==> src/ffe_pkg.sv <==
// shared types and constants of the framebuffer fill engine
// no dependencies; used by every module of the block
package ffe_pkg;

	// fixed field widths
	localparam int OpW     = 2;
	localparam int PosW    = 10;
	localparam int RadiusW = 7;
	localparam int ColorW  = 24;
	localparam int DimW    = 7;
	localparam int LimW    = 11;

	// internal widths: coordinates with disc offsets, disc offsets, root, radicand
	localparam int CoordW = 12;
	localparam int OffW   = 8;
	localparam int RootW  = 6;
	localparam int SqW    = 2 * RootW;

	localparam logic [ColorW-1:0] ClearColor = 24'h0000FF;

	typedef enum logic [OpW-1:0] {
		OP_PLOT = 2'd0,
		OP_RECT = 2'd1,
		OP_DISC = 2'd2,
		OP_READ = 2'd3
	} opcode_t;

	// datapath steps issued by the controller
	typedef enum logic [3:0] {
		DP_NONE,
		DP_CLEAR,
		DP_PIXEL,
		DP_READ,
		DP_RECT,
		DP_SQRT,
		DP_ROWS,
		DP_DISC,
		DP_NEXT_COL
	} step_t;

	typedef struct packed {
		logic  load;
		step_t step;
	} cmd_t;

	typedef struct packed {
		logic rect_empty;
		logic rect_last;
		logic sqrt_done;
		logic col_empty;
		logic row_last;
		logic col_last;
		logic clear_last;
		logic rd_done;
	} status_t;

	// one pixel access entering the pixel pipeline
	typedef struct packed {
		logic              valid;
		logic              wr;
		logic [CoordW-1:0] x;
		logic [CoordW-1:0] y;
		logic [ColorW-1:0] color;
	} pix_req_t;

endpackage

==> src/ffe_ctrl.sv <==
// controller: command sequencing, clearing sweep and result word handshake
// depends on ffe_pkg
module ffe_ctrl (
	input  logic                              clk,
	input  logic                              arst_n,
	input  logic                              cmd_valid,
	input  logic [ffe_pkg::OpW-1:0]           opcode,
	input  logic signed [ffe_pkg::RadiusW-1:0] radius,
	input  logic                              rsp_stall,
	input  ffe_pkg::status_t                  status,
	output logic                              cmd_stall,
	output logic                              rsp_valid,
	output ffe_pkg::cmd_t                     cmd
);

	typedef enum logic [3:0] {
		S_CLEAR,
		S_IDLE,
		S_PIXEL,
		S_RECT,
		S_READ,
		S_RWAIT,
		S_COL,
		S_SQRT,
		S_ROWS,
		S_NEXT
	} state_t;

	state_t state_q;
	state_t state_d;
	logic   rsp_valid_q;
	logic   accept;
	logic   rad_pos;

	// a read waits until the result word register is free
	assign cmd_stall = (state_q != S_IDLE) ||
		((opcode == ffe_pkg::OP_READ) && rsp_valid_q);
	assign accept    = cmd_valid && !cmd_stall;
	assign rad_pos   = !radius[ffe_pkg::RadiusW-1] && (radius != '0);

	// next state and datapath step
	always_comb begin
		state_d  = state_q;
		cmd.load = accept;
		cmd.step = ffe_pkg::DP_NONE;
		case (state_q)
			S_CLEAR: begin
				cmd.step = ffe_pkg::DP_CLEAR;
				if (status.clear_last) begin
					state_d = S_IDLE;
				end
			end
			S_IDLE: begin
				if (accept) begin
					case (ffe_pkg::opcode_t'(opcode))
						ffe_pkg::OP_PLOT: state_d = S_PIXEL;
						ffe_pkg::OP_RECT: state_d = S_RECT;
						ffe_pkg::OP_DISC: state_d = rad_pos ? S_COL : S_PIXEL;
						default:          state_d = S_READ;
					endcase
				end
			end
			S_PIXEL: begin
				cmd.step = ffe_pkg::DP_PIXEL;
				state_d  = S_IDLE;
			end
			S_RECT: begin
				if (status.rect_empty) begin
					state_d = S_IDLE;
				end else begin
					cmd.step = ffe_pkg::DP_RECT;
					if (status.rect_last) begin
						state_d = S_IDLE;
					end
				end
			end
			S_READ: begin
				cmd.step = ffe_pkg::DP_READ;
				state_d  = S_RWAIT;
			end
			S_RWAIT: begin
				if (status.rd_done) begin
					state_d = S_IDLE;
				end
			end
			S_COL: begin
				cmd.step = ffe_pkg::DP_SQRT;
				state_d  = S_SQRT;
			end
			S_SQRT: begin
				if (status.sqrt_done) begin
					if (status.col_empty) begin
						state_d = status.col_last ? S_IDLE : S_NEXT;
					end else begin
						cmd.step = ffe_pkg::DP_ROWS;
						state_d  = S_ROWS;
					end
				end
			end
			S_ROWS: begin
				cmd.step = ffe_pkg::DP_DISC;
				if (status.row_last) begin
					state_d = status.col_last ? S_IDLE : S_NEXT;
				end
			end
			S_NEXT: begin
				cmd.step = ffe_pkg::DP_NEXT_COL;
				state_d  = S_COL;
			end
			default: begin
				state_d = S_IDLE;
			end
		endcase
	end

	// state and result word valid
	always_ff @(posedge clk or negedge arst_n) begin
		if (!arst_n) begin
			state_q     <= S_CLEAR;
			rsp_valid_q <= 1'b0;
		end else begin
			state_q <= state_d;
			if ((state_q == S_RWAIT) && status.rd_done) begin
				rsp_valid_q <= 1'b1;
			end else if (rsp_valid_q && !rsp_stall) begin
				rsp_valid_q <= 1'b0;
			end
		end
	end

	assign rsp_valid = rsp_valid_q;

endmodule

==> config.mk <==
export PLATFORM = sky130hd
export DESIGN_NAME = ffe_ctrl
export DESIGN_NICKNAME = d
export VERILOG_FILES = /design/src/ffe_pkg.sv /design/src/ffe_ctrl.sv
export SDC_FILE = /design/constraint.sdc
export NUM_CORES = 1
export LEC_CHECK = 0
export ABC_AREA = 1
export BUFFER_PORTS_ARGS = -buffer_cell sky130_fd_sc_hd__buf_2
export CELL_PAD_IN_SITES_DETAIL_PLACEMENT = 1
export CELL_PAD_IN_SITES_GLOBAL_PLACEMENT = 1
export CORE_MARGIN = 2
export CORE_UTILIZATION = 28
export CTS_BUF_LIST = sky130_fd_sc_hd__clkbuf_2 sky130_fd_sc_hd__clkbuf_4 sky130_fd_sc_hd__clkbuf_8
export CTS_CLUSTER_DIAMETER = 120
export DETAILED_ROUTE_END_ITERATION = 8
export GPL_TIMING_DRIVEN = 1
export PLACE_DENSITY_LB_ADDON = 0.1
export REMOVE_ABC_BUFFERS = 1
export SYNTH_ARGS = -nofsm -noshare
export SYNTH_HDL_FRONTEND = slang
export SYNTH_SLANG_ARGS = --single-unit
==> constraint.sdc <==
create_clock -name clk -period 1.4 [get_ports clk]
set_input_delay 0.28 -clock clk [delete_from_list [all_inputs] [get_ports clk]]
set_output_delay 0.28 -clock clk [all_outputs]
set_load 0.02 [all_outputs]
==> flow_summary.yaml <==
placement:
  placed_cells: 167
  hpwl_microns: 1720
  dpl_cell_area_sq_um: 866
  port-buffer-count: 27
  gp_congestion: 0.793
clock_tree:
  numCtsBuffers: 3
  cts_tree: "done"
  cts_max_path_buffers: 2
  clk_latency_ns: 0.25
  cts.sink_count: 5
  cts-root-buf: "clkbuf_4"
  path_clk_slew_ns: 0.05
  htreeDepth: 1
global_routing:
  overflow: 0
  grt_max_degree: 8
  grt_pass1_wl_microns: 3480
  first_global_vias: 824
  track_usage_pct: 17.9
  antenna_found_initial: 0
layout:
  antenna_cells: 0
  fin_util_pct: 52.4
  fin_area_sq_mm: 0.00105
  instances_no_fill: 179
  drive_gt1_share_pct: 54.6
  final_nets: 174
  syn_to_final_growth_pct: 72.8
sta:
  worst_slack_ns: -0.308
  setup_violations: 10
  worst_slew_pin_slew_ns: 0.315
  fin_skew_ns: 0.00660
  finalCritPeriodShare_pct: 122
  slew_violations: 0
  relSlewSlack_pct: 78.9
  finalHoldViolCount: 0
  timing.final.crit_period_ns: 1.71
  rsz0062_at_grt: "yes"
  clock.fmax_ghz: 0.585
worst_setup_path:
  slowest_delay_ns: 0.41
  required_ns: 1.12
  arrival_ns: 1.43
  critPathBufInv: 2
  reg2reg_slack_ns: -0.07
  critPathTopFamily: "simple AND/OR/NAND/NOR gates"
  critPathLaunchType: "flip-flop"
  worstSetupPathDepth: 7
  cp_slowest_cell: "dfrtp_1"
  crit_fanout: 5
  cp-end-kind: "primary output"
  reg2regPathDepth: 10
  cp_cell_sequence: "inv_2 -> nor2_8 -> nand2_2 -> nor2_1 -> nand2_1 -> o2111ai_2 -> buf_6"
  critical_path_class: "flip-flop to primary output"
floorplanning:
  die_x_microns: 50.6
  io_pins: 28
  die_area_sq_mm: 0.00256
  coreArea_sq_mm: 0.00200
  row_count: 16
  initial_utilization_pct: 30.3
  die_height_microns: 50.6
hold_path:
  hp-class: "primary input to flip-flop"
  hold_depth: 2
synthesis:
  synth_seq_cells: 5
  yosysWarnings: 0
  netlist_area_sq_um: 607
  syn_area_per_cell_sq_um: 6.01
  synth.top_cells.by_area: "dfrtp_1 (21%), nand2_1 (18%), nor2_1 (12%), nand3_1 (9.9%), inv_1 (6.2%)"
  ys_seq_area_share_pct: 20.6
  synthDistinctLibCells: 20
  synth.top_cell.area_share_pct: 20.6
  yosys.area.top_type: "dfrtp_1"
  syn_inst: 101
power_and_ir_drop:
  p_leak_nw: 0.635
  power_density_mw_per_mm2: 1720
  power.total_w: 0.00180
  ir_worst_vdd_uv: 719
routing:
  via_count: 839
  routedWlPerCell_microns: 12.3
  drt-initial-drc-count: 2
  drc: 0
  drt_wl_total_microns: 2200
  via_per_inst: 4.69
  detail_route.first_pass.iterations: 3
  ant_nets: 0
status:
  violations: "negative setup slack"
  status: "complete, but fails checks"
job:
  maxCapViolCount: 0
==> flip-flops by register name, summed over array words and instances, names as in the netlist <==
signal / cells
state_q: 4
rsp_valid: 1
==> repair_timing <==
item                       CTS  global route
setup endpoints to repair   10            10
buffers inserted             3             4
resized for setup            8            19
pin swaps                    0             9
hold buffers                 1             0
hold endpoints to repair     5             0
==> area by class of cell <==
cell class	instances	area, sq um
fillers	287	953
multi-input cells	81	487
repair buffers	48	319
flip-flops and latches	5	129
inverters	14	52.6
well taps	27	33.8
clock buffers	3	22.5
clock inverters	1	5.00
==> synthesized netlist by cell type, drive strengths merged <==
master   instances
a21oi            2
a32o             1
buf              1
dfrtp            5
inv             14
nand2           34
nand3           14
nand3b           3
nor2            23
o2111ai          1
o21ai            3
==> path summary, 6_finish.rpt <==
path,endpoint,from
min in group asynchronous,state_q[2]$_DFFE_PN0P_,arst_n
min reg2reg,rsp_valid$_DFFE_PN0P_,rsp_valid$_DFFE_PN0P_
max reg2reg,state_q[0]$_DFFE_PN0P_,state_q[2]$_DFFE_PN0P_
max in group asynchronous,state_q[3]$_DFFE_PN0P_,arst_n
min,rsp_valid$_DFFE_PN0P_,rsp_stall
max,cmd[2],state_q[2]$_DFFE_PN0P_
==> report_power, final <==
part	total, W	switching (W)	internal [W]
sequential	0.000283	0.0000827	0.000200
combinational	0.00134	0.000743	0.000601
clock	0.000172	0.0000680	0.000104
==> cells by family after synthesis <==
group	Yosys count	synth area share, %
and+or+nand+nor	74	60.4
AOI/OAI and AO/OA	7	9.07
buffers and inverters	15	9.90
DFF	5	20.6
==> layout by cell type, fill, tap and decap left out <==
| master | Yosys | layout |
|---|---|---|
| o21ai_0 | 1 | 1 |
| buf_6 | 0 | 3 |
| nor2_8 | 1 | 1 |
| inv_2 | 4 | 5 |
| o21ai_1 | 1 | 1 |
| clkinv_2 | 0 | 1 |
| nand3b_1 | 2 | 2 |
| o2111ai_2 | 0 | 1 |
| nand3b_4 | 0 | 1 |
| o21ai_4 | 1 | 1 |
| nand3_1 | 12 | 9 |
| inv_1 | 10 | 9 |
| nand3_2 | 2 | 5 |
| a32o_1 | 1 | 1 |
| a21oi_2 | 0 | 2 |
| dfrtp_1 | 5 | 2 |
| dfrtp_2 | 0 | 3 |
| nor2_2 | 1 | 3 |
| nand2_2 | 5 | 5 |
| nor2_1 | 19 | 16 |
| buf_2 | 0 | 22 |
| nor2_4 | 2 | 3 |
| nand2_1 | 29 | 27 |
| clkbuf_4 | 0 | 3 |
| dlygate4sd3_1 | 0 | 1 |
| nand2_4 | 0 | 2 |
| buf_4 | 1 | 22 |
==> metal layers <==
| metal | GRT usage [%] | routed length (microns) | up-vias |
|---|---|---|---|
| met5 | 0 | 0 | - |
| met4 | 2.70 | 45 | 0 |
| met3 | 3.57 | 93 | 4 |
| met2 | 34.2 | 1160 | 26 |
| met1 | 20.7 | 895 | 389 |
| li1 | - | - | 420 |
==> through the flow <==
step	hold slack (ns)	setup slack, ns	TNS, ns
floorplan	-0.0156	-0.383	-0.412
global placement	0.0997	-0.0139	-0.0140
detailed placement	0.0991	-0.0746	-0.190
CTS	0.249	-0.306	-1.42
global route	0.243	-0.370	-2.22
finish	0.252	-0.308	-1.45
(Power assumes the default switching activity.)
